==> config.mk <==
export PLATFORM = sky130hd
export DESIGN_NAME = scrp_reduce
export DESIGN_NICKNAME = d
export VERILOG_FILES = /design/src/scrp_pkg.sv /design/src/scrp_reduce.sv
export SDC_FILE = /design/constraint.sdc
export NUM_CORES = 2
export LEC_CHECK = 0
export BUFFER_PORTS_ARGS = -buffer_cell sky130_fd_sc_hd__buf_2
export CAP_MARGIN = 20
export CELL_PAD_IN_SITES_DETAIL_PLACEMENT = 0
export CELL_PAD_IN_SITES_GLOBAL_PLACEMENT = 2
export CORE_UTILIZATION = 45
export DETAILED_ROUTE_END_ITERATION = 8
export PLACE_DENSITY_LB_ADDON = 0.1
export SETUP_SLACK_MARGIN = 0.02
export SLEW_MARGIN = 10
export SYNTH_ARGS = -nofsm -noshare
export SYNTH_HDL_FRONTEND = slang
export SYNTH_SLANG_ARGS = --single-unit
export TNS_END_PERCENT = 50
==> constraint.sdc <==
create_clock -name clk -period 16.49 [get_ports clk]
set_clock_uncertainty 0.2 [all_clocks]
set_input_delay 3.298 -clock clk [delete_from_list [all_inputs] [get_ports clk]]
set_output_delay 3.298 -clock clk [all_outputs]
set_load 0.02 [all_outputs]
==> src/scrp_pkg.sv <==
// Shared types, constants and rounding helper for the sine/cosine pipeline.
package scrp_pkg;

  localparam int FW = 34;
  localparam int PW = 2 * FW;

  localparam logic [31:0] INVPI_Q32 = 32'h517CC1B7;
  localparam logic [7:0]  C1_NUM    = 8'd201;

  localparam logic [63:0] FIVE10 = 64'd9765625;
  localparam logic [63:0] FIVE12 = 64'd244140625;
  localparam logic [63:0] FIVE13 = 64'd1220703125;
  localparam logic [63:0] FIVE15 = 64'd30517578125;

  localparam logic [63:0] C2_A   = 64'd967653589793 << 24;
  localparam logic [63:0] C2_Q57 = ((C2_A / FIVE15) << 18)
                                 + ((((C2_A % FIVE15) << 18) + FIVE15 / 2) / FIVE15);
  localparam logic [22:0] C2_HI  = 23'(C2_Q57 >> 24);
  localparam logic [23:0] C2_LO  = C2_Q57[23:0];

  localparam logic [63:0] R1_MAG = ((64'd1666665668 << 21) + FIVE10 / 2) / FIVE10;
  localparam logic [63:0] R2_MAG = ((64'd8333025139 << 19) + FIVE12 / 2) / FIVE12;
  localparam logic [63:0] R3_MAG = ((64'd1980741872 << 18) + FIVE13 / 2) / FIVE13;
  localparam logic [63:0] R4_MAG = ((64'd2601903036 << 16) + FIVE15 / 2) / FIVE15;

  localparam logic signed [FW-1:0] R1_Q31 = -$signed(FW'(R1_MAG));
  localparam logic signed [FW-1:0] R2_Q31 =  $signed(FW'(R2_MAG));
  localparam logic signed [FW-1:0] R3_Q31 = -$signed(FW'(R3_MAG));
  localparam logic signed [FW-1:0] R4_Q31 =  $signed(FW'(R4_MAG));

  typedef struct packed {
    logic signed [FW-1:0] f;
    logic                 flip;
  } scrp_red_t;

  function automatic logic signed [FW-1:0] rnd31(input logic signed [PW-1:0] p);
    logic signed [PW-1:0] s;
    s = p + (PW'(1) <<< 30);
    return FW'(s >>> 31);
  endfunction

endpackage

==> src/scrp_reduce.sv <==
// Range reduction pipeline: quadrant count, exact C1 removal, C2 removal to Q31.
module scrp_reduce import scrp_pkg::*; #(
  parameter int ANGLE_FRAC_BITS = 24
) (
  input  logic               clk,
  input  logic               rst,
  input  logic               req_valid,
  output logic               req_ready,
  input  logic               op,
  input  logic signed [31:0] angle,
  output logic               red_valid,
  input  logic               red_ready,
  output scrp_red_t          red
);

  localparam int NS    = 6;
  localparam int SH    = ANGLE_FRAC_BITS + 32;
  localparam int C1SH  = ANGLE_FRAC_BITS - 7;
  localparam int F58SH = 58 - ANGLE_FRAC_BITS;

  logic [NS-1:0] vld;
  logic [NS:0]   go;

  logic               op0, neg0, op1, neg1;
  logic [31:0]        mag0, mag1, mag2;
  logic [63:0]        prod1;
  logic [16:0]        xn2_2;
  logic               flip2, flip3, flip4, flip5;
  logic signed [35:0] d1_3, d1_4;
  logic [39:0]        c2hi3;
  logic [40:0]        c2lo3;
  logic [63:0]        c2p4;
  logic signed [FW-1:0] f5;

  logic signed [32:0] ang_ext;
  logic [63:0]        nsum;
  logic [15:0]        n_c;
  logic signed [47:0] d1_c;
  logic signed [63:0] f58_c;

  assign go[NS] = red_ready;
  for (genvar k = 0; k < NS; k++) begin : g_go
    assign go[k] = !vld[k] || go[k+1];
  end
  assign req_ready = go[0];

  always_ff @(posedge clk) begin
    if (rst) begin
      vld <= '0;
    end else begin
      for (int k = 0; k < NS; k++) begin
        if (go[k]) begin
          vld[k] <= (k == 0) ? req_valid : vld[(k == 0) ? 0 : k - 1];
        end
      end
    end
  end

  always_comb begin
    ang_ext = {angle[31], angle};
    nsum    = prod1 + (op1 ? (64'd1 << SH) : (64'd1 << (SH - 1)));
    n_c     = 16'(nsum >> SH);
    d1_c    = $signed({16'd0, mag2})
            - $signed((48'(xn2_2) * 48'(C1_NUM)) << C1SH);
    f58_c   = (64'(d1_4) <<< F58SH) - $signed(c2p4) + (64'sd1 <<< 26);
  end

  always_ff @(posedge clk) begin
    if (go[0]) begin
      op0  <= op;
      neg0 <= angle[31];
      mag0 <= 32'(angle[31] ? -ang_ext : ang_ext);
    end
    if (go[1]) begin
      op1   <= op0;
      neg1  <= neg0;
      mag1  <= mag0;
      prod1 <= 64'(mag0) * 64'(INVPI_Q32);
    end
    if (go[2]) begin
      mag2  <= mag1;
      xn2_2 <= op1 ? ({n_c, 1'b0} - 17'd1) : {n_c, 1'b0};
      flip2 <= n_c[0] ^ (!op1 && neg1);
    end
    if (go[3]) begin
      d1_3  <= 36'(d1_c);
      c2hi3 <= 40'(xn2_2) * 40'(C2_HI);
      c2lo3 <= 41'(xn2_2) * 41'(C2_LO);
      flip3 <= flip2;
    end
    if (go[4]) begin
      d1_4  <= d1_3;
      c2p4  <= (64'(c2hi3) << 24) + 64'(c2lo3);
      flip4 <= flip3;
    end
    if (go[5]) begin
      f5    <= FW'(f58_c >>> 27);
      flip5 <= flip4;
    end
  end

  assign red_valid = vld[NS-1];
  assign red       = '{f: f5, flip: flip5};

endmodule

==> flow_metrics.tcl <==
set metrics [dict create \
    gr-total-overflow 0 \
    maxSlewViolCount 0 \
    syn-instance-count 3440 \
    post-dp-hpwl_mm 82.0 \
    portBuffers 73 \
    wl_mm 95.3 \
    grt_pass1_wl_mm 151 \
    hold_viol_final 0 \
    fin_area_mm2 0.0423 \
    firstDrtPassIters 5 \
    critPathKind "reg -> reg" \
    holdPathStages 0 \
    post_cts_buffers 0 \
    cts_tree "done" \
    cts-resized-gates 0 \
    synthTopCellsByArea "fa_1 29%, edfxtp_1 25%, ha_1 20%" \
    synth_top_cell_by_area "fa_1" \
    synth_edf_count 331 \
    rows 107 \
    cts_max_level 2 \
    period_share_pct 51.7 \
    synth_nets 4674 \
    ys_seq_area_share_pct 25.8 \
    core_mm2 0.0855 \
    post-route-util_pct 49.4 \
    reg2reg_depth 23 \
    die_area_mm2 0.0879 \
    gp_congestion 0.945 \
    cp_max_fo 6 \
    crit_family "adder cells" \
    crit_required_ps 16600 \
    post_dp_cell_area_mm2 0.0409 \
    die_h_um 296 \
    critical_path.cell_chain "inv_1 > fa_1 > fa_1 > fa_1 > inv_1 > fa_1 > fa_1 > fa_1 > fa_1 > inv_1 > fa_1 > inv_1 > ha_1 > a211oi_1 > o21bai_1 > a21o_1 > a211oi_1 > o22ai_1 > a2111oi_2 > o41ai_2 > buf_4 > a41oi_1 > xnor2_1" \
    synth_top_area_share_pct 29.4 \
    grtUsageTotal_pct 22.9 \
    clockBufferDepth 3 \
    synth.distinct_cells 68 \
    cts.reportedPaths.clkPinSlew_ps 60 \
    io_pins 74 \
    layout-drive-gt1-share_pct 4.91 \
    start_kind "register" \
    period_needed_ps 8530 \
    wl_per_cell_um 20.1 \
    route.detailed.drc 0 \
    clock_latency_ps 610 \
    first_iter_violations 1162 \
    critPathSlowestCell "a2111oi_2" \
    die_width_um 296 \
    slowest_delay_ps 780 \
    seq_area_mm2 0.0101 \
    setup_viol 0 \
    cp-end-kind "register" \
    crit_top_cell "fa_1" \
    clock-sinks 337 \
    max_slew_margin_pct 24.2 \
    antenna_found_initial 2 \
    cts_root_buffer "clkbuf_16" \
    grt_max_degree 56 \
    rsz0062_at_grt "false" \
    cts_inserted_buffers 41 \
    via_per_inst 5.06 \
    synth_area_per_cell_um2 11.3 \
    synth-seq-cells 337 \
    fillers 7746 \
    maxCapViolCount 0 \
    initial_core_util_pct 45.6 \
    critPathArrivalTime_ps 8640 \
    finalSetupTns_ps 0 \
    synthFlopType "edfxtp_1" \
    cts_hold_buffers 0 \
    multi_input_area_mm2 0.0253 \
    ys_top_cells_by_count "952 x inv_1, 625 x ha_1, 572 x fa_1" \
    outcome "finished clean" \
    hold_path.class "reg -> reg" \
    ys_async_sr_fraction_pct 0 \
    clock.fmax_mhz 117 \
    grt_pass1_vias 26200 \
    syn_area_mm2 0.0390 \
    diodes 0 \
    path_buf_inv 5 \
    antenna_left 0 \
    synth_most_common_cell "inv_1" \
    dr_total_vias 23900 \
    yosys_warnings 0 \
    tightest_slew_ps 1130 \
    syn_to_final_growth_pct 8.39 \
    nets 4789 \
    crit_cells 23 \
]
layout by cell type (no fill, tap or decap), types with 19 or more instances in the layout:
| cell | netlist | routed |
|---|---|---|
| o21a_1 | 25 | 25 |
| xor2_1 | 59 | 59 |
| nor2b_1 | 23 | 23 |
| nand3_1 | 26 | 25 |
| nand2_1 | 94 | 92 |
| nor3_1 | 38 | 38 |
| a21oi_1 | 93 | 93 |
| fa_1 | 572 | 572 |
| xnor2_1 | 121 | 121 |
| ha_1 | 625 | 625 |
| edfxtp_1 | 331 | 331 |
| nor2_1 | 88 | 88 |
| nand4_1 | 19 | 19 |
| buf_2 | 0 | 73 |
| clkbuf_16 | 0 | 41 |
| a21o_1 | 61 | 61 |
| o21ai_0 | 61 | 61 |
| inv_1 | 952 | 951 |
final timing paths:
check | start | to | slack (ps)
hold reg to reg | c2lo3[6]$_DFFE_PP_ | c2p4[6]$_DFFE_PP_ | 200
hold / removal | c2lo3[6]$_DFFE_PP_ | c2p4[6]$_DFFE_PP_ | 200
setup reg to reg | mag0[10]$_DFFE_PP_ | prod1[55]$_DFFE_PP_ | 7960
setup / recovery | mag0[10]$_DFFE_PP_ | prod1[55]$_DFFE_PP_ | 7960
through the flow:
step                      setup slack (ps)  hold WS [ps]  instances
after global placement                6650           202       4655
final                                 7960           205       4731
after detailed placement              7990           205       4656
after floorplan                       7950           200       3440
after CTS                             7930           197       4731
after global routing                  7600           208       4731
logic make-up after synthesis:
| family | count (synthesis) | share of synthesized area [%] |
|---|---|---|
| flops | 337 | 25.8 |
| mux | 5 | 0.132 |
| compound gates | 365 | 6.25 |
| simple gates | 388 | 5.06 |
| xor+xnor | 180 | 4.04 |
| fa+ha+maj | 1197 | 49.4 |
| buf+inv | 968 | 9.32 |
layout make-up:
type / count / area share [%]
Sequential cell: 337 / 23.8
Tap cell: 1144 / 3.39
Multi-Input combinational cell: 2135 / 59.9
Clock buffer: 50 / 2.51
Inverter: 952 / 8.46
Clock inverter: 25 / 0.796
Timing Repair Buffer: 88 / 1.13
worst reg2reg max path: stages (launching register included):
cell	delay (ps)
edfxtp_1	530
inv_1	340
fa_1	510
fa_1	500
fa_1	520
inv_1	50
fa_1	460
fa_1	530
fa_1	530
fa_1	550
inv_1	60
fa_1	530
inv_1	40
ha_1	310
a211oi_1	290
o21bai_1	120
a21o_1	190
a211oi_1	240
o22ai_1	160
a2111oi_2	780
o41ai_2	190
buf_4	210
a41oi_1	250
xnor2_1	150
routing by layer:
| metal | vias to the layer above | GRT usage (%) | part of all wire, % |
|---|---|---|---|
| met5 | - | 0 | 0 |
| li1 | 11300 | - | - |
| met1 | 12100 | 30.7 | 45 |
| met3 | 111 | 2.26 | 2.7 |
| met4 | 0 | 6.47 | 2.8 |
| met2 | 339 | 39.4 | 50 |
sequential cells by signal, indices dropped and copies added (netlist names):
name / flops
op1: 1
mag0: 32
flip3: 1
op0: 1
c2p4: 61
flip2: 1
vld: 6
flip5: 1
xn2_2: 10
c2lo3: 33
neg0: 1
d1_3: 27
prod1: 8
c2hi3: 37
mag2: 27
f5: 34
neg1: 1
d1_4: 27
mag1: 27
flip4: 1
Power is left out: the tool's default activity adds up to more than one toggle a clock period on the data nets, which glitch-free logic cannot reach.
